## config.mk

```make
export PLATFORM = sky130hd
export DESIGN_NAME = ll1_table_parser_to_rpn_flat
export DESIGN_NICKNAME = d
export VERILOG_FILES = /design/src/ll1p_pkg.sv /design/src/ll1p_tok_if.sv /design/src/ll1p_rpn_if.sv /design/src/ll1p_ram.sv /design/src/ll1p_front.sv /design/src/ll1p_queue.sv /design/src/ll1p_back.sv /design/src/ll1_table_parser_to_rpn.sv /design/src/flat_wrapper.sv
export VERILOG_INCLUDE_DIRS = /design/src /design/src/src
export SDC_FILE = /design/constraint.sdc
export NUM_CORES = 1
export LEC_CHECK = 0
export BUFFER_PORTS_ARGS = -buffer_cell sky130_fd_sc_hd__buf_4
export CORE_UTILIZATION = 40
export CTS_CLUSTER_DIAMETER = 200
export CTS_CLUSTER_SIZE = 25
export DETAILED_ROUTE_END_ITERATION = 12
export PLACE_DENSITY_LB_ADDON = 0.25
export SYNTH_ARGS = -nofsm -noshare
export SYNTH_HDL_FRONTEND = slang
export SYNTH_MEMORY_MAX_BITS = 65536
export SYNTH_SLANG_ARGS = --single-unit
```

## constraint.sdc

```tcl
create_clock -name clk -period 6.5 [get_ports clk]
set_input_delay 0.65 -clock clk [delete_from_list [all_inputs] [get_ports clk]]
set_output_delay 0.65 -clock clk [all_outputs]
set_load 0.05 [all_outputs]
```

## src/assert_macros.svh

```systemverilog
// Assertion macros used by the parser RTL.
// No dependencies; included by modules that carry concurrent checks.
`ifndef ASSERT_MACROS_SVH
`define ASSERT_MACROS_SVH

// Clocked check, disabled while reset is high.
`define LLP_ASSERT(lbl, clk, rst, prop, msg) \
  lbl: assert property (@(posedge clk) disable iff (rst) prop) else $error(msg);

// Clocked check that also holds during reset.
`define LLP_ASSERT_ALWAYS(lbl, clk, prop, msg) \
  lbl: assert property (@(posedge clk) prop) else $error(msg);

`endif

```

## src/ll1p_pkg.sv

```systemverilog
// Package for the LL(1) parser: symbol and result codes, row ROM, shared types.
// No dependencies; used by every other file of the block but ll1p_ram and assert_macros.svh.
package ll1p_pkg;

  localparam int RETURN_DEPTH_DEF   = 32;
  localparam int OPERATOR_DEPTH_DEF = 32;
  localparam int TABLE_ROWS_DEF     = 110;
  localparam int MAX_RESULTS        = 40;
  localparam int VISIT_LIMIT        = 1024;

  localparam int SYM_W  = 5;
  localparam int REF_W  = 12;
  localparam int POS_W  = 16;
  localparam int KIND_W = 3;
  localparam int OPC_W  = 3;
  localparam int ROW_W  = 7;
  localparam int SET_W  = 17;

  localparam logic [ROW_W-1:0] RESET_ROW  = 7'd1;
  localparam logic [ROW_W-1:0] RESUME_ROW = 7'd3;

  // token symbols
  localparam logic [SYM_W-1:0] SYM_INT   = 5'd0;
  localparam logic [SYM_W-1:0] SYM_FLOAT = 5'd1;
  localparam logic [SYM_W-1:0] SYM_ID    = 5'd2;
  localparam logic [SYM_W-1:0] SYM_CONST = 5'd3;
  localparam logic [SYM_W-1:0] SYM_EQ    = 5'd8;
  localparam logic [SYM_W-1:0] SYM_NE    = 5'd9;
  localparam logic [SYM_W-1:0] SYM_LT    = 5'd10;
  localparam logic [SYM_W-1:0] SYM_GT    = 5'd11;
  localparam logic [SYM_W-1:0] SYM_PLUS  = 5'd12;
  localparam logic [SYM_W-1:0] SYM_MINUS = 5'd13;
  localparam logic [SYM_W-1:0] SYM_MUL   = 5'd14;
  localparam logic [SYM_W-1:0] SYM_SEMI  = 5'd5;
  localparam logic [SYM_W-1:0] SYM_EOF   = 5'd16;
  localparam logic [SYM_W-1:0] SYM_KNOWN = 5'd17;

  // result kinds
  localparam logic [KIND_W-1:0] KIND_OPERAND  = 3'd0;
  localparam logic [KIND_W-1:0] KIND_OPERATOR = 3'd1;
  localparam logic [KIND_W-1:0] KIND_ASSIGN   = 3'd2;
  localparam logic [KIND_W-1:0] KIND_ELEMENT  = 3'd3;
  localparam logic [KIND_W-1:0] KIND_ERROR    = 3'd4;
  localparam logic [KIND_W-1:0] KIND_FINISH   = 3'd5;

  // operator codes
  localparam logic [OPC_W-1:0] OPC_PLUS  = 3'd0;
  localparam logic [OPC_W-1:0] OPC_MINUS = 3'd1;
  localparam logic [OPC_W-1:0] OPC_MUL   = 3'd2;
  localparam logic [OPC_W-1:0] OPC_EQ    = 3'd3;
  localparam logic [OPC_W-1:0] OPC_NE    = 3'd4;
  localparam logic [OPC_W-1:0] OPC_LT    = 3'd5;
  localparam logic [OPC_W-1:0] OPC_GT    = 3'd6;

  // expected-set bits
  localparam logic [SET_W-1:0] B_TI = 17'h00001;
  localparam logic [SET_W-1:0] B_TF = 17'h00002;
  localparam logic [SET_W-1:0] B_ID = 17'h00004;
  localparam logic [SET_W-1:0] B_CN = 17'h00008;
  localparam logic [SET_W-1:0] B_AS = 17'h00010;
  localparam logic [SET_W-1:0] B_SE = 17'h00020;
  localparam logic [SET_W-1:0] B_LB = 17'h00040;
  localparam logic [SET_W-1:0] B_RB = 17'h00080;
  localparam logic [SET_W-1:0] B_EQ = 17'h00100;
  localparam logic [SET_W-1:0] B_NE = 17'h00200;
  localparam logic [SET_W-1:0] B_LT = 17'h00400;
  localparam logic [SET_W-1:0] B_GT = 17'h00800;
  localparam logic [SET_W-1:0] B_PL = 17'h01000;
  localparam logic [SET_W-1:0] B_MI = 17'h02000;
  localparam logic [SET_W-1:0] B_MU = 17'h04000;
  localparam logic [SET_W-1:0] B_CM = 17'h08000;
  localparam logic [SET_W-1:0] B_EF = 17'h10000;
  localparam logic [SET_W-1:0] M_REL  = B_EQ | B_NE | B_LT | B_GT;
  localparam logic [SET_W-1:0] M_ADDF = B_SE | B_RB | B_CM | M_REL;
  localparam logic [SET_W-1:0] M_MULF = B_PL | B_MI | M_ADDF;
  localparam logic [SET_W-1:0] M_OPND = B_ID | B_CN | B_LB;

  // row flags
  localparam logic [3:0] F_ACC = 4'b0001;
  localparam logic [3:0] F_PSH = 4'b0010;
  localparam logic [3:0] F_RET = 4'b0100;
  localparam logic [3:0] F_ERR = 4'b1000;

  typedef enum logic [1:0] {ACT_NONE, ACT_ASG, ACT_POP, ACT_AEM} act_t;

  typedef struct packed {
    logic [SET_W-1:0] set;
    logic [ROW_W-1:0] jump;
    logic             acc;
    logic             psh;
    logic             ret;
    logic             err;
    act_t             act;
  } row_t;

  typedef struct packed {
    logic [SET_W-1:0] symbit;
    logic [SYM_W-1:0] sym;
    logic [REF_W-1:0] lref;
    logic [POS_W-1:0] pos;
    logic [OPC_W-1:0] opc;
    logic             opv;
  } tok_item_t;

  typedef struct packed {
    logic [KIND_W-1:0] kind;
    logic [REF_W-1:0]  oref;
    logic [OPC_W-1:0]  opc;
    logic [POS_W-1:0]  pos;
    logic              fe;
  } res_t;

  typedef enum logic [2:0] {
    ST_IDLE, ST_WALK, ST_OPWAIT, ST_RETWAIT, ST_FIN, ST_FLUSH
  } back_state_t;

  function automatic row_t mk(input logic [SET_W-1:0] s, input logic [ROW_W-1:0] j,
                              input logic [3:0] f, input act_t a);
    row_t e;
    e.set  = s;
    e.jump = j;
    e.acc  = f[0];
    e.psh  = f[1];
    e.ret  = f[2];
    e.err  = f[3];
    e.act  = a;
    return e;
  endfunction

  function automatic row_t row_lookup(input logic [ROW_W-1:0] r);
    row_t e;
    e = '0;
    case (r)
      7'd1:   e = mk(B_TI | B_TF | B_ID | B_EF, 7'd2, F_ERR, ACT_NONE);
      7'd2:   e = mk('0, 7'd3, F_RET | F_ERR, ACT_NONE);
      7'd3:   e = mk(B_TI | B_TF | B_ID, 7'd5, 4'b0, ACT_NONE);
      7'd4:   e = mk(B_EF, 7'd7, F_ERR, ACT_NONE);
      7'd5:   e = mk('0, 7'd8, F_PSH | F_ERR, ACT_NONE);
      7'd6:   e = mk('0, 7'd3, F_RET | F_ERR, ACT_NONE);
      7'd7:   e = mk(B_EF, 7'd0, F_RET | F_ERR, ACT_NONE);
      7'd8:   e = mk(B_TI | B_TF, 7'd10, 4'b0, ACT_NONE);
      7'd9:   e = mk(B_ID, 7'd14, F_ERR, ACT_NONE);
      7'd10:  e = mk('0, 7'd19, F_PSH | F_ERR, ACT_NONE);
      7'd11:  e = mk(B_ID, 7'd12, F_ACC | F_ERR, ACT_NONE);
      7'd12:  e = mk('0, 7'd23, F_PSH | F_ERR, ACT_NONE);
      7'd13:  e = mk(B_SE, 7'd0, F_ACC | F_RET | F_ERR, ACT_NONE);
      7'd14:  e = mk(B_ID, 7'd93, F_ACC | F_ERR, ACT_NONE);
      7'd15:  e = mk(B_AS, 7'd16, F_ACC | F_ERR, ACT_NONE);
      7'd16:  e = mk('0, 7'd33, F_PSH | F_ERR, ACT_NONE);
      7'd17:  e = mk('0, 7'd18, F_ERR, ACT_ASG);
      7'd18:  e = mk(B_SE, 7'd0, F_ACC | F_RET | F_ERR, ACT_NONE);
      7'd19:  e = mk(B_TI, 7'd21, 4'b0, ACT_NONE);
      7'd20:  e = mk(B_TF, 7'd22, F_ERR, ACT_NONE);
      7'd21:  e = mk(B_TI, 7'd0, F_ACC | F_RET | F_ERR, ACT_NONE);
      7'd22:  e = mk(B_TF, 7'd0, F_ACC | F_RET | F_ERR, ACT_NONE);
      7'd23:  e = mk(B_AS, 7'd26, 4'b0, ACT_NONE);
      7'd24:  e = mk(B_LB, 7'd29, 4'b0, ACT_NONE);
      7'd25:  e = mk(B_SE, 7'd32, F_ERR, ACT_NONE);
      7'd26:  e = mk(B_AS, 7'd27, F_ACC | F_ERR, ACT_NONE);
      7'd27:  e = mk('0, 7'd33, F_PSH | F_ERR, ACT_NONE);
      7'd28:  e = mk('0, 7'd0, F_RET | F_ERR, ACT_ASG);
      7'd29:  e = mk(B_LB, 7'd30, F_ACC | F_ERR, ACT_NONE);
      7'd30:  e = mk(B_CN, 7'd31, F_ACC | F_ERR, ACT_NONE);
      7'd31:  e = mk(B_RB, 7'd0, F_ACC | F_RET | F_ERR, ACT_NONE);
      7'd32:  e = mk(B_SE, 7'd0, F_RET | F_ERR, ACT_NONE);
      7'd33:  e = mk(M_OPND, 7'd34, F_ERR, ACT_NONE);
      7'd34:  e = mk('0, 7'd50, F_PSH | F_ERR, ACT_NONE);
      7'd35:  e = mk('0, 7'd36, F_RET | F_ERR, ACT_NONE);
      7'd36:  e = mk(M_REL, 7'd38, 4'b0, ACT_NONE);
      7'd37:  e = mk(B_SE | B_RB | B_CM, 7'd41, F_ERR, ACT_NONE);
      7'd38:  e = mk('0, 7'd42, F_PSH | F_ERR, ACT_NONE);
      7'd39:  e = mk('0, 7'd50, F_PSH | F_ERR, ACT_NONE);
      7'd40:  e = mk('0, 7'd0, F_RET | F_ERR, ACT_POP);
      7'd41:  e = mk(B_SE | B_RB | B_CM, 7'd0, F_RET | F_ERR, ACT_NONE);
      7'd42:  e = mk(B_EQ, 7'd46, 4'b0, ACT_NONE);
      7'd43:  e = mk(B_NE, 7'd47, 4'b0, ACT_NONE);
      7'd44:  e = mk(B_LT, 7'd48, 4'b0, ACT_NONE);
      7'd45:  e = mk(B_GT, 7'd49, F_ERR, ACT_NONE);
      7'd46:  e = mk(B_EQ, 7'd0, F_ACC | F_RET | F_ERR, ACT_NONE);
      7'd47:  e = mk(B_NE, 7'd0, F_ACC | F_RET | F_ERR, ACT_NONE);
      7'd48:  e = mk(B_LT, 7'd0, F_ACC | F_RET | F_ERR, ACT_NONE);
      7'd49:  e = mk(B_GT, 7'd0, F_ACC | F_RET | F_ERR, ACT_NONE);
      7'd50:  e = mk(M_OPND, 7'd51, F_ERR, ACT_NONE);
      7'd51:  e = mk('0, 7'd64, F_PSH | F_ERR, ACT_NONE);
      7'd52:  e = mk('0, 7'd53, F_RET | F_ERR, ACT_NONE);
      7'd53:  e = mk(B_PL | B_MI, 7'd55, 4'b0, ACT_NONE);
      7'd54:  e = mk(M_ADDF, 7'd59, F_ERR, ACT_NONE);
      7'd55:  e = mk('0, 7'd60, F_PSH | F_ERR, ACT_NONE);
      7'd56:  e = mk('0, 7'd64, F_PSH | F_ERR, ACT_NONE);
      7'd57:  e = mk('0, 7'd58, F_ERR, ACT_POP);
      7'd58:  e = mk('0, 7'd53, F_RET | F_ERR, ACT_NONE);
      7'd59:  e = mk(M_ADDF, 7'd0, F_RET | F_ERR, ACT_NONE);
      7'd60:  e = mk(B_PL, 7'd62, 4'b0, ACT_NONE);
      7'd61:  e = mk(B_MI, 7'd63, F_ERR, ACT_NONE);
      7'd62:  e = mk(B_PL, 7'd0, F_ACC | F_RET | F_ERR, ACT_NONE);
      7'd63:  e = mk(B_MI, 7'd0, F_ACC | F_RET | F_ERR, ACT_NONE);
      7'd64:  e = mk(M_OPND, 7'd65, F_ERR, ACT_NONE);
      7'd65:  e = mk('0, 7'd74, F_PSH | F_ERR, ACT_NONE);
      7'd66:  e = mk('0, 7'd67, F_RET | F_ERR, ACT_NONE);
      7'd67:  e = mk(B_MU, 7'd69, 4'b0, ACT_NONE);
      7'd68:  e = mk(M_MULF, 7'd73, F_ERR, ACT_NONE);
      7'd69:  e = mk(B_MU, 7'd70, F_ACC | F_ERR, ACT_NONE);
      7'd70:  e = mk('0, 7'd74, F_PSH | F_ERR, ACT_NONE);
      7'd71:  e = mk('0, 7'd72, F_ERR, ACT_POP);
      7'd72:  e = mk('0, 7'd67, F_RET | F_ERR, ACT_NONE);
      7'd73:  e = mk(M_MULF, 7'd0, F_RET | F_ERR, ACT_NONE);
      7'd74:  e = mk(B_ID, 7'd77, 4'b0, ACT_NONE);
      7'd75:  e = mk(B_CN, 7'd78, 4'b0, ACT_NONE);
      7'd76:  e = mk(B_LB, 7'd79, F_ERR, ACT_NONE);
      7'd77:  e = mk(B_ID, 7'd100, F_ACC | F_ERR, ACT_NONE);
      7'd78:  e = mk(B_CN, 7'd0, F_ACC | F_RET | F_ERR, ACT_NONE);
      7'd79:  e = mk(B_LB, 7'd80, F_ACC | F_ERR, ACT_NONE);
      7'd80:  e = mk('0, 7'd82, F_PSH | F_ERR, ACT_NONE);
      7'd81:  e = mk(B_RB, 7'd0, F_ACC | F_RET | F_ERR, ACT_AEM);
      7'd82:  e = mk(M_OPND, 7'd84, 4'b0, ACT_NONE);
      7'd83:  e = mk(B_RB, 7'd86, F_ERR, ACT_NONE);
      7'd84:  e = mk('0, 7'd33, F_PSH | F_ERR, ACT_NONE);
      7'd85:  e = mk('0, 7'd87, F_RET | F_ERR, ACT_NONE);
      7'd86:  e = mk(B_RB, 7'd0, F_RET | F_ERR, ACT_NONE);
      7'd87:  e = mk(B_CM, 7'd89, 4'b0, ACT_NONE);
      7'd88:  e = mk(B_RB, 7'd92, F_ERR, ACT_NONE);
      7'd89:  e = mk(B_CM, 7'd90, F_ACC | F_ERR, ACT_NONE);
      7'd90:  e = mk('0, 7'd33, F_PSH | F_ERR, ACT_NONE);
      7'd91:  e = mk('0, 7'd87, F_RET | F_ERR, ACT_NONE);
      7'd92:  e = mk(B_RB, 7'd0, F_RET | F_ERR, ACT_NONE);
      7'd93:  e = mk(B_AS, 7'd16, F_ACC, ACT_NONE);
      7'd94:  e = mk(B_LB, 7'd95, F_ACC | F_ERR, ACT_NONE);
      7'd95:  e = mk('0, 7'd33, F_PSH | F_ERR, ACT_NONE);
      7'd96:  e = mk(B_RB, 7'd97, F_ACC | F_ERR, ACT_AEM);
      7'd97:  e = mk(B_AS, 7'd98, F_ACC | F_ERR, ACT_NONE);
      7'd98:  e = mk('0, 7'd33, F_PSH | F_ERR, ACT_NONE);
      7'd99:  e = mk('0, 7'd18, F_ERR, ACT_ASG);
      7'd100: e = mk(B_LB, 7'd102, 4'b0, ACT_NONE);
      7'd101: e = mk('0, 7'd0, F_RET | F_ERR, ACT_NONE);
      7'd102: e = mk(B_LB, 7'd103, F_ACC | F_ERR, ACT_NONE);
      7'd103: e = mk('0, 7'd33, F_PSH | F_ERR, ACT_NONE);
      7'd104: e = mk(B_RB, 7'd0, F_ACC | F_RET | F_ERR, ACT_AEM);
      default: e = '0;
    endcase
    return e;
  endfunction

endpackage

```

## src/ll1p_tok_if.sv

```systemverilog
// Token channel: valid/ready handshake with symbol code and lexeme reference.
// Depends on ll1p_pkg for field widths.
interface ll1p_tok_if import ll1p_pkg::*; ();
  logic             valid;
  logic             ready;
  logic [SYM_W-1:0] token_sym;
  logic [REF_W-1:0] lexeme_ref;

  modport source (output valid, token_sym, lexeme_ref, input ready);
  modport sink   (input valid, token_sym, lexeme_ref, output ready);
endinterface

```

## src/ll1p_rpn_if.sv

```systemverilog
// Result channel: valid/ready handshake carrying one reverse-Polish word.
// Depends on ll1p_pkg for field widths.
interface ll1p_rpn_if import ll1p_pkg::*; ();
  logic              valid;
  logic              ready;
  logic [KIND_W-1:0] out_kind;
  logic [REF_W-1:0]  operand_ref;
  logic [OPC_W-1:0]  operator_code;
  logic [POS_W-1:0]  error_position;
  logic              finished_with_errors;
  logic              last_of_run;

  modport source (output valid, out_kind, operand_ref, operator_code, error_position,
                  finished_with_errors, last_of_run, input ready);
  modport sink   (input valid, out_kind, operand_ref, operator_code, error_position,
                  finished_with_errors, last_of_run, output ready);
endinterface

```

## src/ll1p_ram.sv

```systemverilog
// Generic single-write, single-read RAM with registered read data.
// No dependencies.
module ll1p_ram #(
  parameter int WIDTH = 8,
  parameter int DEPTH = 32,
  localparam int AW   = (DEPTH > 1) ? $clog2(DEPTH) : 1
) (
  input  logic             clk,
  input  logic             we,
  input  logic [AW-1:0]    waddr,
  input  logic [WIDTH-1:0] wdata,
  input  logic [AW-1:0]    raddr,
  output logic [WIDTH-1:0] rdata
);
  logic [WIDTH-1:0] mem [DEPTH];

  always_ff @(posedge clk) begin
    if (we) begin
      mem[waddr] <= wdata;
    end
    rdata <= mem[raddr];
  end
endmodule

```

## src/ll1p_front.sv

```systemverilog
// Front end: accepts tokens, numbers them and precomputes symbol classes.
// Depends on ll1p_pkg and ll1p_tok_if.
module ll1p_front import ll1p_pkg::*; (
  input  logic       clk,
  input  logic       rst,
  ll1p_tok_if.sink   token,
  output logic       item_valid,
  input  logic       item_ready,
  output tok_item_t  item
);
  logic [POS_W-1:0] token_count;

  assign token.ready = item_ready;
  assign item_valid  = token.valid;

  always_comb begin
    item.sym    = token.token_sym;
    item.lref   = token.lexeme_ref;
    item.pos    = token_count;
    item.symbit = (token.token_sym < SYM_KNOWN) ? (SET_W'(1) << token.token_sym) : '0;
    item.opv    = 1'b1;
    case (token.token_sym)
      SYM_PLUS:  item.opc = OPC_PLUS;
      SYM_MINUS: item.opc = OPC_MINUS;
      SYM_MUL:   item.opc = OPC_MUL;
      SYM_EQ:    item.opc = OPC_EQ;
      SYM_NE:    item.opc = OPC_NE;
      SYM_LT:    item.opc = OPC_LT;
      SYM_GT:    item.opc = OPC_GT;
      default: begin
        item.opc = OPC_PLUS;
        item.opv = 1'b0;
      end
    endcase
  end

  // saturating token index
  always_ff @(posedge clk) begin
    if (rst) begin
      token_count <= '0;
    end else if (token.valid && token.ready && token_count != '1) begin
      token_count <= token_count + POS_W'(1);
    end
  end
endmodule

```

## src/ll1p_queue.sv

```systemverilog
// Two-entry queue between the token front end and the parse engine.
// Depends on ll1p_pkg.
module ll1p_queue import ll1p_pkg::*; (
  input  logic      clk,
  input  logic      rst,
  input  logic      in_valid,
  output logic      in_ready,
  input  tok_item_t in_item,
  output logic      out_valid,
  input  logic      out_ready,
  output tok_item_t out_item
);
  tok_item_t  ent [2];
  logic       wp;
  logic       rp;
  logic [1:0] cnt;
  logic       push;
  logic       pop;

  assign in_ready  = (cnt != 2'd2);
  assign out_valid = (cnt != 2'd0);
  assign out_item  = ent[rp];
  assign push      = in_valid && in_ready;
  assign pop       = out_valid && out_ready;

  always_ff @(posedge clk) begin
    if (push) begin
      ent[wp] <= in_item;
    end
  end

  always_ff @(posedge clk) begin
    if (rst) begin
      wp  <= 1'b0;
      rp  <= 1'b0;
      cnt <= 2'd0;
    end else begin
      if (push) wp <= ~wp;
      if (pop) rp <= ~rp;
      cnt <= cnt + {1'b0, push} - {1'b0, pop};
    end
  end
endmodule

```

## src/ll1p_back.sv

```systemverilog
// Parse engine: walks the row ROM over the stacks and emits result words.
// Depends on ll1p_pkg, ll1p_rpn_if, ll1p_ram and assert_macros.svh.
`include "assert_macros.svh"
module ll1p_back import ll1p_pkg::*; #(
  parameter int RETURN_DEPTH   = RETURN_DEPTH_DEF,
  parameter int OPERATOR_DEPTH = OPERATOR_DEPTH_DEF,
  parameter int TABLE_ROWS     = TABLE_ROWS_DEF
) (
  input  logic      clk,
  input  logic      rst,
  input  logic      q_valid,
  output logic      q_ready,
  input  tok_item_t q_item,
  ll1p_rpn_if.source result
);
  localparam int RAW = (RETURN_DEPTH > 1) ? $clog2(RETURN_DEPTH) : 1;
  localparam int OAW = (OPERATOR_DEPTH > 1) ? $clog2(OPERATOR_DEPTH) : 1;
  localparam int RCW = $clog2(RETURN_DEPTH + 1);
  localparam int OCW = $clog2(OPERATOR_DEPTH + 1);
  localparam int VW  = $clog2(VISIT_LIMIT + 1);
  localparam int NW  = $clog2(MAX_RESULTS + 1);

  back_state_t state, state_next;

  logic [ROW_W-1:0] parse_row, parse_row_next;
  logic [RCW-1:0]   rc, rc_next, rc_m1;
  logic [OCW-1:0]   oc, oc_next, oc_m1;
  logic             error_seen, error_seen_next;
  logic             skipping, skipping_next;
  logic             halted, halted_next;
  logic [VW-1:0]    visits, visits_next;
  logic [NW-1:0]    res_n, res_n_next;
  tok_item_t        cur, cur_next;
  logic             consumed, consumed_next;
  logic             pend_v, pend_v_next;
  res_t             pend, pend_next;
  logic             out_v, out_v_next;
  res_t             out_r, out_r_next;
  logic             out_last, out_last_next;

  logic             ret_we, op_we;
  logic [ROW_W-1:0] ret_rdata;
  logic [OPC_W-1:0] op_rdata;

  row_t e;
  logic out_free, row_end, match, visit_max, is_opnd;
  logic op_push, op_ovf, pop_op, tail_ovf, tail_fin, tail_ret, cons_eff;
  logic is_semi, is_type, is_eof, q_semi, q_type, q_eof;
  logic emit_req, emit_ok;
  res_t emit_item;
  back_state_t tail_state;

  assign e         = row_lookup(parse_row);
  assign out_free  = !out_v || result.ready;
  assign row_end   = (parse_row == '0) || ({1'b0, parse_row} >= (ROW_W + 1)'(TABLE_ROWS));
  assign match     = (e.set == '0) || ((e.set & cur.symbit) != '0);
  assign visit_max = (visits == VW'(VISIT_LIMIT));
  assign is_semi   = (cur.sym == SYM_SEMI);
  assign is_type   = (cur.sym == SYM_INT) || (cur.sym == SYM_FLOAT);
  assign is_eof    = (cur.sym == SYM_EOF);
  assign is_opnd   = (cur.sym == SYM_ID) || (cur.sym == SYM_CONST);
  assign q_semi    = (q_item.sym == SYM_SEMI);
  assign q_type    = (q_item.sym == SYM_INT) || (q_item.sym == SYM_FLOAT);
  assign q_eof     = (q_item.sym == SYM_EOF);
  assign rc_m1     = rc - RCW'(1);
  assign oc_m1     = oc - OCW'(1);

  assign op_push  = e.acc && cur.opv;
  assign op_ovf   = op_push && (oc == OCW'(OPERATOR_DEPTH));
  assign pop_op   = (e.act == ACT_POP) && (oc != '0);
  assign tail_ovf = e.psh && (rc == RCW'(RETURN_DEPTH));
  assign tail_fin = !tail_ovf && (e.jump == '0) && e.ret && (rc == '0);
  assign tail_ret = !tail_ovf && (e.jump == '0) && e.ret && (rc != '0);
  assign cons_eff = (state == ST_WALK) ? e.acc : consumed;

  always_comb begin
    if (tail_ovf || tail_fin) begin
      tail_state = ST_FIN;
    end else if (tail_ret) begin
      tail_state = ST_RETWAIT;
    end else if (cons_eff) begin
      tail_state = ST_FLUSH;
    end else begin
      tail_state = ST_WALK;
    end
  end

  ll1p_ram #(.WIDTH(ROW_W), .DEPTH(RETURN_DEPTH)) u_ret_ram (
    .clk   (clk),
    .we    (ret_we),
    .waddr (rc[RAW-1:0]),
    .wdata (parse_row + ROW_W'(1)),
    .raddr (rc_m1[RAW-1:0]),
    .rdata (ret_rdata)
  );

  ll1p_ram #(.WIDTH(OPC_W), .DEPTH(OPERATOR_DEPTH)) u_op_ram (
    .clk   (clk),
    .we    (op_we),
    .waddr (oc[OAW-1:0]),
    .wdata (cur.opc),
    .raddr (oc_m1[OAW-1:0]),
    .rdata (op_rdata)
  );

  // next state
  always_comb begin
    state_next = state;
    case (state)
      ST_IDLE: begin
        if (q_valid && !halted) begin
          if (!skipping) state_next = ST_WALK;
          else if (q_type) state_next = ST_WALK;
          else if (q_eof) state_next = ST_FIN;
        end
      end
      ST_WALK: begin
        if (out_free) begin
          if (visit_max) state_next = ST_FLUSH;
          else if (row_end) state_next = ST_FIN;
          else if (!match) begin
            if (!e.err || is_type) state_next = ST_WALK;
            else if (is_eof) state_next = ST_FIN;
            else state_next = ST_FLUSH;
          end else if (op_ovf) state_next = ST_FIN;
          else if (pop_op) state_next = ST_OPWAIT;
          else state_next = tail_state;
        end
      end
      ST_OPWAIT: begin
        if (out_free) state_next = tail_state;
      end
      ST_RETWAIT: begin
        state_next = consumed ? ST_FLUSH : ST_WALK;
      end
      ST_FIN: begin
        if (out_free) state_next = ST_FLUSH;
      end
      ST_FLUSH: begin
        if (out_free) state_next = ST_IDLE;
      end
      default: state_next = ST_IDLE;
    endcase
  end

  // datapath and outputs
  always_comb begin
    parse_row_next  = parse_row;
    rc_next         = rc;
    oc_next         = oc;
    error_seen_next = error_seen;
    skipping_next   = skipping;
    halted_next     = halted;
    visits_next     = visits;
    res_n_next      = res_n;
    cur_next        = cur;
    consumed_next   = consumed;
    q_ready         = 1'b0;
    ret_we          = 1'b0;
    op_we           = 1'b0;
    emit_req        = 1'b0;
    emit_item       = '0;

    case (state)
      ST_IDLE: begin
        q_ready = 1'b1;
        if (q_valid) begin
          cur_next    = q_item;
          visits_next = '0;
          res_n_next  = '0;
          if (!halted && skipping && (q_semi || q_type)) begin
            skipping_next  = 1'b0;
            rc_next        = '0;
            parse_row_next = RESUME_ROW;
          end
        end
      end
      ST_WALK: begin
        if (out_free && !visit_max && !row_end) begin
          visits_next = visits + VW'(1);
          if (!match) begin
            if (!e.err) begin
              parse_row_next = parse_row + ROW_W'(1);
            end else begin
              error_seen_next = 1'b1;
              emit_req        = 1'b1;
              emit_item.kind  = KIND_ERROR;
              emit_item.pos   = cur.pos;
              if (is_semi || is_type) begin
                rc_next        = '0;
                parse_row_next = RESUME_ROW;
              end else if (!is_eof) begin
                skipping_next = 1'b1;
              end
            end
          end else begin
            consumed_next = e.acc;
            if (op_ovf) begin
              error_seen_next = 1'b1;
              emit_req        = 1'b1;
              emit_item.kind  = KIND_ERROR;
              emit_item.pos   = cur.pos;
            end else begin
              if (e.acc && is_opnd) begin
                emit_req       = 1'b1;
                emit_item.kind = KIND_OPERAND;
                emit_item.oref = cur.lref;
              end
              if (op_push) begin
                op_we   = 1'b1;
                oc_next = oc + OCW'(1);
              end
              if (e.act == ACT_ASG) begin
                emit_req       = 1'b1;
                emit_item.kind = KIND_ASSIGN;
              end
              if (e.act == ACT_AEM) begin
                emit_req       = 1'b1;
                emit_item.kind = KIND_ELEMENT;
              end
              if (pop_op) begin
                oc_next = oc_m1;
              end else if (tail_ovf) begin
                error_seen_next = 1'b1;
                emit_req        = 1'b1;
                emit_item.kind  = KIND_ERROR;
                emit_item.pos   = cur.pos;
              end else begin
                if (e.psh) begin
                  ret_we  = 1'b1;
                  rc_next = rc + RCW'(1);
                end
                if (e.jump != '0) parse_row_next = e.jump;
                else if (tail_ret) rc_next = rc_m1;
                else if (!e.ret) parse_row_next = parse_row + ROW_W'(1);
              end
            end
          end
        end
      end
      ST_OPWAIT: begin
        if (out_free) begin
          emit_req       = 1'b1;
          emit_item.kind = KIND_OPERATOR;
          emit_item.opc  = op_rdata;
          if (e.jump != '0) parse_row_next = e.jump;
          else if (tail_ret) rc_next = rc_m1;
          else if (!e.ret) parse_row_next = parse_row + ROW_W'(1);
        end
      end
      ST_RETWAIT: begin
        parse_row_next = ret_rdata;
      end
      ST_FIN: begin
        if (out_free) begin
          emit_req       = 1'b1;
          emit_item.kind = KIND_FINISH;
          emit_item.fe   = error_seen;
          halted_next    = 1'b1;
        end
      end
      ST_FLUSH: begin
      end
      default: begin
      end
    endcase
  end

  // hold one word back so the last word of a token can be marked
  assign emit_ok = emit_req && (res_n < NW'(MAX_RESULTS));

  always_comb begin
    pend_v_next   = pend_v;
    pend_next     = pend;
    out_v_next    = out_v && !result.ready;
    out_r_next    = out_r;
    out_last_next = out_last;
    if (emit_ok) begin
      if (pend_v) begin
        out_v_next    = 1'b1;
        out_r_next    = pend;
        out_last_next = 1'b0;
      end
      pend_next   = emit_item;
      pend_v_next = 1'b1;
    end
    if (state == ST_FLUSH && out_free && pend_v) begin
      out_v_next    = 1'b1;
      out_r_next    = pend;
      out_last_next = 1'b1;
      pend_v_next   = 1'b0;
    end
  end

  always_ff @(posedge clk) begin
    if (rst) begin
      state      <= ST_IDLE;
      parse_row  <= RESET_ROW;
      rc         <= '0;
      oc         <= '0;
      error_seen <= 1'b0;
      skipping   <= 1'b0;
      halted     <= 1'b0;
      visits     <= '0;
      res_n      <= '0;
      consumed   <= 1'b0;
      pend_v     <= 1'b0;
      out_v      <= 1'b0;
    end else begin
      state      <= state_next;
      parse_row  <= parse_row_next;
      rc         <= rc_next;
      oc         <= oc_next;
      error_seen <= error_seen_next;
      skipping   <= skipping_next;
      halted     <= halted_next;
      visits     <= visits_next;
      res_n      <= emit_ok ? res_n_next + NW'(1) : res_n_next;
      consumed   <= consumed_next;
      pend_v     <= pend_v_next;
      out_v      <= out_v_next;
    end
  end

  always_ff @(posedge clk) begin
    cur      <= cur_next;
    pend     <= pend_next;
    out_r    <= out_r_next;
    out_last <= out_last_next;
  end

  assign result.valid                = out_v;
  assign result.out_kind             = out_r.kind;
  assign result.operand_ref          = out_r.oref;
  assign result.operator_code        = out_r.opc;
  assign result.error_position       = out_r.pos;
  assign result.finished_with_errors = out_r.fe;
  assign result.last_of_run          = out_last;

  `LLP_ASSERT(a_rc_bound, clk, rst, rc <= RCW'(RETURN_DEPTH), "return count past depth")
  `LLP_ASSERT(a_halt_sticky, clk, rst, halted |=> halted, "halted flag dropped")
  `LLP_ASSERT(a_idle_drained, clk, rst, (state == ST_IDLE) |-> !pend_v, "word held in idle")
endmodule

```

## src/ll1_table_parser_to_rpn.sv

```systemverilog
// Top level of the LL(1) table-driven parser that emits reverse-Polish words.
// Depends on ll1p_pkg, both channel interfaces, ll1p_front, ll1p_queue and ll1p_back.
//
// Tokens (symbol code plus lexeme reference) enter on the token channel and
// reverse-Polish words leave on the result channel: operands, operators
// popped from the operator stack, assign and array-element markers, syntax
// errors with the token position, and one finish word, after which the block
// halts and drops every further token until reset. The last word that a token
// causes carries last_of_run; at most 40 words leave per token. A front end
// numbers and classifies tokens into a two-entry queue, so the next token is
// taken while the parse engine works. The engine steps one ROM row per cycle
// while the result channel can take a word; a row that returns through the
// return stack or pops an operator waits in ST_RETWAIT or ST_OPWAIT for the
// registered stack RAM read, and at the end of a token's walk ST_FLUSH releases
// the held-back last word before ST_IDLE fetches the next token. A token's time
// is set by the rows its walk visits, its returns and pops, and any stall on the
// result channel: an operand right after '=' visits nine rows, and the ';' that
// closes such a statement visits 16 rows with five returns.
// Stack overflow reports an error, then finishes and halts. Both
// stacks live in RAMs with no clearing pass; the block is ready right after
// reset.
module ll1_table_parser_to_rpn import ll1p_pkg::*; #(
  parameter int RETURN_DEPTH   = RETURN_DEPTH_DEF,
  parameter int OPERATOR_DEPTH = OPERATOR_DEPTH_DEF,
  parameter int TABLE_ROWS     = TABLE_ROWS_DEF
) (
  input  logic       clk,
  input  logic       rst,
  ll1p_tok_if.sink   token,
  ll1p_rpn_if.source result
);
  logic      f_valid, f_ready;
  tok_item_t f_item;
  logic      q_valid, q_ready;
  tok_item_t q_item;

  // number tokens and classify their symbols
  ll1p_front u_front (
    .clk        (clk),
    .rst        (rst),
    .token      (token),
    .item_valid (f_valid),
    .item_ready (f_ready),
    .item       (f_item)
  );

  // decouple intake from the parse walk
  ll1p_queue u_queue (
    .clk       (clk),
    .rst       (rst),
    .in_valid  (f_valid),
    .in_ready  (f_ready),
    .in_item   (f_item),
    .out_valid (q_valid),
    .out_ready (q_ready),
    .out_item  (q_item)
  );

  // walk the ROM and emit words
  ll1p_back #(
    .RETURN_DEPTH   (RETURN_DEPTH),
    .OPERATOR_DEPTH (OPERATOR_DEPTH),
    .TABLE_ROWS     (TABLE_ROWS)
  ) u_back (
    .clk     (clk),
    .rst     (rst),
    .q_valid (q_valid),
    .q_ready (q_ready),
    .q_item  (q_item),
    .result  (result)
  );
endmodule

```

## src/flat_wrapper.sv

```systemverilog
// flat-port wrapper written by rule: the top's interface ports become plain ports
module ll1_table_parser_to_rpn_flat import ll1p_pkg::*;
#(
  parameter int RETURN_DEPTH   = RETURN_DEPTH_DEF,
  parameter int OPERATOR_DEPTH = OPERATOR_DEPTH_DEF,
  parameter int TABLE_ROWS     = TABLE_ROWS_DEF
)
  (clk, rst, token_valid, token_token_sym, token_lexeme_ref, token_ready, result_valid, result_out_kind, result_operand_ref, result_operator_code, result_error_position, result_finished_with_errors, result_last_of_run, result_ready);
  ll1p_tok_if token_i ();
  ll1p_rpn_if result_i ();
  input  logic clk;
  input  logic rst;
  input wire logic [$bits(token_i.valid)-1:0] token_valid;
  input wire logic [$bits(token_i.token_sym)-1:0] token_token_sym;
  input wire logic [$bits(token_i.lexeme_ref)-1:0] token_lexeme_ref;
  output wire logic [$bits(token_i.ready)-1:0] token_ready;
  output wire logic [$bits(result_i.valid)-1:0] result_valid;
  output wire logic [$bits(result_i.out_kind)-1:0] result_out_kind;
  output wire logic [$bits(result_i.operand_ref)-1:0] result_operand_ref;
  output wire logic [$bits(result_i.operator_code)-1:0] result_operator_code;
  output wire logic [$bits(result_i.error_position)-1:0] result_error_position;
  output wire logic [$bits(result_i.finished_with_errors)-1:0] result_finished_with_errors;
  output wire logic [$bits(result_i.last_of_run)-1:0] result_last_of_run;
  input wire logic [$bits(result_i.ready)-1:0] result_ready;
  assign token_i.valid = token_valid;
  assign token_i.token_sym = token_token_sym;
  assign token_i.lexeme_ref = token_lexeme_ref;
  assign token_ready = token_i.ready;
  assign result_valid = result_i.valid;
  assign result_out_kind = result_i.out_kind;
  assign result_operand_ref = result_i.operand_ref;
  assign result_operator_code = result_i.operator_code;
  assign result_error_position = result_i.error_position;
  assign result_finished_with_errors = result_i.finished_with_errors;
  assign result_last_of_run = result_i.last_of_run;
  assign result_i.ready = result_ready;
  ll1_table_parser_to_rpn #(.RETURN_DEPTH(RETURN_DEPTH), .OPERATOR_DEPTH(OPERATOR_DEPTH), .TABLE_ROWS(TABLE_ROWS)) u_core (.clk(clk), .rst(rst), .token(token_i), .result(result_i));
endmodule
```

==> results of run 1 <==
## metal layers
layer | global-route usage | wire [um]
met5 | 0 | 0
met4 | 0.0631 | 2250
met3 | 0.0212 | 3470
met2 | 0.308 | 33400
met1 | 0.269 | 31400
## kinds of logic after synthesis
| family | synth area share |
|---|---|
| adders and majority gates | 0.0148 |
| DFF | 0.652 |
| buffers and inverters | 0.0216 |
| and+or+nand+nor | 0.103 |
| muxes | 0.108 |
| xor gates and xnor gates | 0.0146 |
| AOI/OAI and AO/OA | 0.0864 |
## through the flow
stage | setup WS [ns] | total power, mW | area (um^2) | util | instances
finish | 1.01 | 9.65 | 31100 | 0.441 | 2996
global route | 0.833 | 10.1 | 31100 | 0.441 | 2995
CTS | 1.18 | 9.73 | 31100 | 0.441 | 2995
detailed placement | 1.25 | 7.59 | 30200 | 0.429 | 2939
global placement | 1.25 | 7.58 | 30200 | 0.429 | 2939
floorplan | 1.53 | 6.82 | 28700 | - | 2013
## worst min-delay path by stage
stage | startpoint | to | slack, ns | cells after the start
final | token_lexeme_ref[0] | u_core.u_queue.ent[0][20] | 0.22 | 1
after global routing | token_lexeme_ref[9] | u_core.u_queue.ent[0][29] | 0.18 | 1
after CTS | token_lexeme_ref[9] | u_core.u_queue.ent[0][29] | 0.17 | 1
after detailed placement | u_core.u_back.pend[27] | u_core.u_back.result.operand_ref[7] | 0.40 | 0
after global placement | u_core.u_back.pend[29] | u_core.u_back.result.operand_ref[9] | 0.40 | 0
after floorplan | u_core.u_back.pend[1] | u_core.u_back.result.error_position[0] | 0.40 | 0
## report_power, final
part           leakage (nW)  internal (mW)  switching (mW)
Clock                 0.412          0.892            1.27
Combinational          3.57          0.729            1.32
Sequential             6.14           5.16           0.277
Total                  10.1           6.78            2.87
## Yosys cell counts (20+ instances only)
library cell,count
or3_1,20
mux4_2,100
a31oi_1,20
nand4_1,21
xor2_1,21
nor2_1,201
nand3_1,49
a21oi_1,70
ha_1,34
nor3_1,39
dfxtp_1,107
edfxtp_1,552
buf_2,28
and2_1,41
o21ai_0,71
xnor2_1,27
clkbuf_1,60
nand2_1,118
mux2_2,65
inv_1,32
## area by class of cell
type / count / share of cell area
well taps: 940 / 0.0378
inverters: 37 / 0.00463
multi-input cells: 1207 / 0.304
diodes: 1 / 0.0000805
flip-flops and latches: 659 / 0.602
repair buffers: 96 / 0.0232
clock inverters: 2 / 0.00105
clock buffers: 54 / 0.0270
## sequential cells by signal, summed over array words and instances, names as in the netlist, 2 cells and up, named ones only
register                             cells
u_core.u_back.u_ret_ram.rdata            7
u_core.u_front.token_count              16
u_core.u_back.state                      3
u_core.u_back.result.out_kind            3
u_core.u_back.u_op_ram.rdata             3
u_core.u_back.result.operator_code       3
u_core.u_queue.ent                     108
u_core.u_back.rc                         6
u_core.u_back.result.error_position     16
u_core.u_back.u_op_ram.mem              96
u_core.u_back.oc                         6
u_core.u_back.parse_row                  7
u_core.u_back.result.operand_ref        12
u_core.u_back.cur                       54
u_core.u_back.u_ret_ram.mem            224
u_core.u_back.visits                    11
u_core.u_back.pend                      35
u_core.u_queue.cnt                       2
u_core.u_back.res_n                      6
u_core.u_back.e                         30
==> out/summary.txt, run 1 <==
CP startpoint = u_core.u_back.parse_row[0]
synth unique cells = 101
worst slew pin tran = 1.18 ns
# resized after CTS = 0
number of global-route vias before repair = 17461
FF-to-FF Start = u_core.u_back.parse_row[0]
post-synthesis sequential area ratio = 0.652
top post-synthesis cells by area = edfxtp_1 58%, mux4_2 7.8%, dfxtp_1 7.5%
post-route ant nets = 0
setup bufs post-CTS = 0
Peak VDD IR = 0.249 mV
H-tree level count = 1
Largest delay share family, worst path = compound AO/OA/AOI/OAI gates
hpwl dp = 47.2 mm
Core Region = 70500 um^2
LEAKAGE = 10.1 nW
initial antenna violation count = 1
fill count = 6259
WL final = 70.5 mm
share of layout cells above drive strength 1 = 0.176
area leader, netlist = edfxtp_1
CTS tree = yes
multi-input combinational cell area = 9460 um^2
PwrDens = 310 nW/um^2
Crit path buffers/inverters = 3
R2R depth = 16
crit-path max FO = 14
most common cell after layout, fill and taps aside = edfxtp_1
setup TNS = 0 ns
wire per inst = 23.5 um
Final Cycle Share = 0.845
Initial DRC Count = 1756
I/O Buffers = 58
Final setup violation count = 0
nets = 2086
synth warn = 0
Req. time, crit path = 6.96 ns
fmax = 0.182 GHz
CTS Buf Count = 30
r2r setup slk = 1.01 ns
Synth Instances = 2013
final hold viol count = 0
prevailing post-synth register cell = edfxtp_1
gr ovfl total = 0
Worst-path clk slew = 0.12 ns
FFs w/ async S/R, synth = 0
Worst Hold Slack = 0.215 ns
most frequent cells in the layout = 552 x edfxtp_1, 200 x nor2_1, 118 x nand2_1
HP Class = input pin to register
total die area = 72900 um^2
total number of vias = 17296
Reg area = 18700 um^2
min cycle time layout = 5.49 ns
first-pass GRT wire length = 108 mm
synthesized area per cell = 14.3 um^2
synthesized area = 28700 um^2
worst reg2reg endpoint = u_core.u_back.e[9]
synthesis-to-finish area growth = 8.28%
worst relative slew slack = 0.216
crit path launch type = register
CP peak stage delay = 0.57 ns
Seq cells post-synth = 659
Crit path depth = 16
FP Rows = 97
Via-to-Cell Ratio = 5.77
RSZ-0062 raised after global routing = no
DRT Pass-1 Iters = 5
Clock Path Buffers = 3
gpl congestion = 0.931
worst skew pair latency = 0.63 ns
clock sinks = 659
I/O pin count = 59
clock root cell = clkbuf_16
Remaining DRCs = 0
GRT Total Usage = 0.191
share of the synthesized area in the top cell type = 0.577
max-slew violations = 0
status = completed
worst setup path end = u_core.u_back.e[9]
largest net degree at the start of global routing = 59
final worst clock skew = 0.0511 ns
die width = 270 um
Mapped Nets = 2068
Hold Buf Count CTS = 0
die height = 270 um
slowest stage cell, crit path = nor3_1
max cap viols = 0
number of synthesized flops with an enable pin = 552
arrival time at the worst endpoint = 5.95 ns
Crit Path Class = register to register
cells along the critical path = inv_1 -> ha_1 -> o211a_1 -> o211ai_2 -> nand4_2 -> o21ai_2 -> a211oi_1 -> or2_1 -> inv_2 -> ha_1 -> inv_1 -> nor3_1 -> a21oi_1 -> o221ai_1 -> o31ai_1 -> o311ai_1
Critical Path End Type = register
initial core utilization = 0.407
(Power assumes the default switching activity.)
==> run 2: changes to the inputs <==
clock period = 4.4 ns   (was 6.5 ns; I/O delays follow)
==> run 2 against run 1 <==
Total power is 51% higher. Highest routed layer unchanged. Combinational power increased by 65%. Sequential cell count unchanged. Sequential share of layout area down 1.9 points. Critical endpoint is now u_core.u_back.e[10]. Sequential power increased by 47%. Worst hold slack got worse by 0.14 ns.
==> out/summary.txt, run 2 (synthesis results as in run 1) <==
Req. time, crit path = 4.90 ns (was 6.96 ns)
share of layout cells above drive strength 1 = 0.217 (was 0.176)
fmax = 0.236 GHz (was 0.182 GHz)
HP Class = input pin to register (unchanged)
Design Power = 14.6 mW (was 9.65 mW)
nets = 2198 (was 2086)
largest registers = u_core.u_back.u_ret_ram.mem: 224 flops, u_core.u_queue.ent: 108 flops, u_core.u_back.u_op_ram.mem: 96 flops (unchanged)
WL final = 74.2 mm (was 70.5 mm)
Initial DRC Count = 1645 (was 1756)
Crit Path Class = register to register (unchanged)
Core Region = 70500 um^2 (unchanged)
H-tree level count = 1 (unchanged)
largest net degree at the start of global routing = 51 (was 59)
min cycle time layout = 4.24 ns (was 5.49 ns)
max-slew violations = 0 (unchanged)
placed cell area = 31100 um^2 (was 30200 um^2)
number of flip-flops in the largest register = 224 (unchanged)
Clock Path Buffers = 3 (unchanged)
Worst-path clk slew = 0.13 ns (was 0.12 ns)
final hold viol count = 0 (unchanged)
WHS Path Cells = 1 (unchanged)
most frequent cells in the layout = 552 x edfxtp_1, 199 x nor2_1, 188 x buf_4 (was 552 x edfxtp_1, 200 x nor2_1, 118 x nand2_1)
final worst clock skew = 0.0456 ns (was 0.0511 ns)
CTS Buf Count = 30 (unchanged)
total number of vias = 17789 (was 17296)
first-pass GRT wire length = 114 mm (was 108 mm)
Worst Min Path Start = token_token_sym[3] (was token_lexeme_ref[0])
FP Rows = 97 (unchanged)
initial antenna violation count = 0 (was 1)
worst slew pin tran = 1.25 ns (was 1.18 ns)
post-route ant nets = 0 (unchanged)
Remaining DRCs = 0 (unchanged)
CP peak stage delay = 0.39 ns (was 0.57 ns)
total die area = 72900 um^2 (unchanged)
slowest stage cell, crit path = a21boi_1 (was nor3_1)
FF-to-FF Start = u_core.u_back.parse_row[0] (unchanged)
I/O pin count = 59 (unchanged)
fin worst setup slack = 0.156 ns (was 1.01 ns)
worst reg2reg endpoint = u_core.u_back.e[10] (was u_core.u_back.e[9])
LEAKAGE = 10.7 nW (was 10.1 nW)
worst relative slew slack = 0.166 (was 0.216)
final instance area = 32100 um^2 (was 31100 um^2)
status = completed (unchanged)
setup TNS = 0 ns (unchanged)
max cap viols = 0 (unchanged)
Final setup violation count = 0 (unchanged)
arrival time at the worst endpoint = 4.74 ns (was 5.95 ns)
hpwl dp = 51.0 mm (was 47.2 mm)
Final Cycle Share = 0.965 (was 0.845)
fill count = 6225 (was 6259)
clock root cell = clkbuf_16 (unchanged)
worst skew pair latency = 0.63 ns (about the same)
die height = 270 um (unchanged)
Top reg by flops = u_core.u_back.u_ret_ram.mem (unchanged)
Via-to-Cell Ratio = 5.73 (was 5.77)
cells along the critical path = inv_1 -> ha_1 -> mux2_2 -> a31o_2 -> o22ai_1 -> o41ai_1 -> a31o_2 -> or3_1 -> nand3_1 -> inv_1 -> ha_1 -> nand3_1 -> a21boi_1 -> a211oi_1 -> o21ai_0 -> a31oi_1 (was inv_1 -> ha_1 -> o211a_1 -> o211ai_2 -> nand4_2 -> o21ai_2 -> a211oi_1 -> or2_1 -> inv_2 -> ha_1 -> inv_1 -> nor3_1 -> a21oi_1 -> o221ai_1 -> o31ai_1 -> o311ai_1)
die width = 270 um (unchanged)
most common cell after layout, fill and taps aside = edfxtp_1 (unchanged)
pre-CTS worst setup slack = -0.0813 ns (was 1.25 ns)
Critical Path End Type = register (unchanged)
wire per inst = 23.9 um (was 23.5 um)
R2R depth = 16 (unchanged)
r2r setup slk = 0.16 ns (was 1.01 ns)
crit-path max FO = 8 (was 14)
hold worst-path end = u_core.u_queue.ent[0][35] (was u_core.u_queue.ent[0][20])
antenna cells = 0 (was 1)
DRT Pass-1 Iters = 6 (was 5)
Peak VDD IR = 0.267 mV (was 0.249 mV)
synthesis-to-finish area growth = 11.9% (was 8.28%)
gpl congestion = 0.933 (was 0.931)
I/O Buffers = 58 (unchanged)
crit path launch type = register (unchanged)
GRT Total Usage = 0.203 (was 0.191)
gr ovfl total = 0 (unchanged)
RSZ-0062 raised after global routing = no (unchanged)
number of global-route vias before repair = 17798 (was 17461)
PwrDens = 455 nW/um^2 (was 310 nW/um^2)
initial core utilization = 0.407 (unchanged)
clock sinks = 659 (unchanged)
CTS tree = yes (unchanged)
[run 2: changes by cell type in the layout (fill, tap and decap cells not counted), moves of 3 or more]
cell,change
buf_4,+92
dlygate4sd3_1,+12
buf_12,+8
ha_2,+3
[run 2: worst max-delay path by stage]
stage                                     from  slack, ns  cells past startpoint                  end
floorplan           u_core.u_back.parse_row[0]       0.08                     17  u_core.u_back.e[11]
global placement           u_core.u_back.oc[1]      -0.03                     17   u_core.u_back.e[9]
detailed placement         u_core.u_back.oc[1]      -0.08                     17   u_core.u_back.e[9]
CTS                 u_core.u_back.parse_row[0]       0.04                     14  u_core.u_back.e[24]
global route               u_core.u_back.oc[1]      0.005                     18   u_core.u_back.e[6]
finish              u_core.u_back.parse_row[0]       0.16                     16  u_core.u_back.e[10]
[run 2: per-layer routing]
layer,vias up,track usage,part of all wire
met5,-,0,0
met4,0,0.0520,0.023
met3,106,0.0192,0.051
met2,526,0.329,0.48
met1,9128,0.293,0.45
li1,8029,-,-
[run 2: cell type report]
| cell class | count | area (um^2) | area share |
|---|---|---|---|
| sequential | 659 | 18700 | 0.583 |
| inverter | 37 | 144 | 0.00448 |
| clock buffer | 55 | 866 | 0.0269 |
| clock inverter | 1 | 16.3 | 0.000506 |
| timing repair buffer | 208 | 1690 | 0.0526 |
| multi-input combinational | 1207 | 9520 | 0.296 |
| tap | 940 | 1180 | 0.0366 |
[run 2: stage by stage]
step / hold slack, ns / utilization / cells
4_1_cts: 0.0492 / 0.455 / 3107
5_1_grt: 0.0445 / 0.456 / 3107
3_3_place_gp: 0.401 / 0.440 / 3039
6_report: 0.0797 / 0.456 / 3107
2_1_floorplan: 0.400 / - / 2013
3_5_place_dp: 0.405 / 0.440 / 3039
[run 2: timing repair]
item	4_1_cts	5_1_grt
hold buffers	12	0
buffers inserted	0	0
hold endpoints to repair	24	0
pin swaps	0	1
resized for setup	2	16
endpoints found under the setup margin	2	15
[run 2: power by group]
group	switching [mW]	leakage, nW	internal (mW)
Sequential	0.368	6.14	7.63
Clock	1.87	0.418	1.35
Combinational	2.13	4.17	1.27
Total	4.37	10.7	10.2
[run 2: critical path: cells and delay by family (launching register included)]
kind                       cells  cell delay [ns]
AOI/OAI and AO/OA              8             1.70
adders and majority gates      2             0.56
buffers and inverters          2             0.29
DFF                            1             0.35
muxes                          1             0.26
and+or+nand+nor                3             0.95
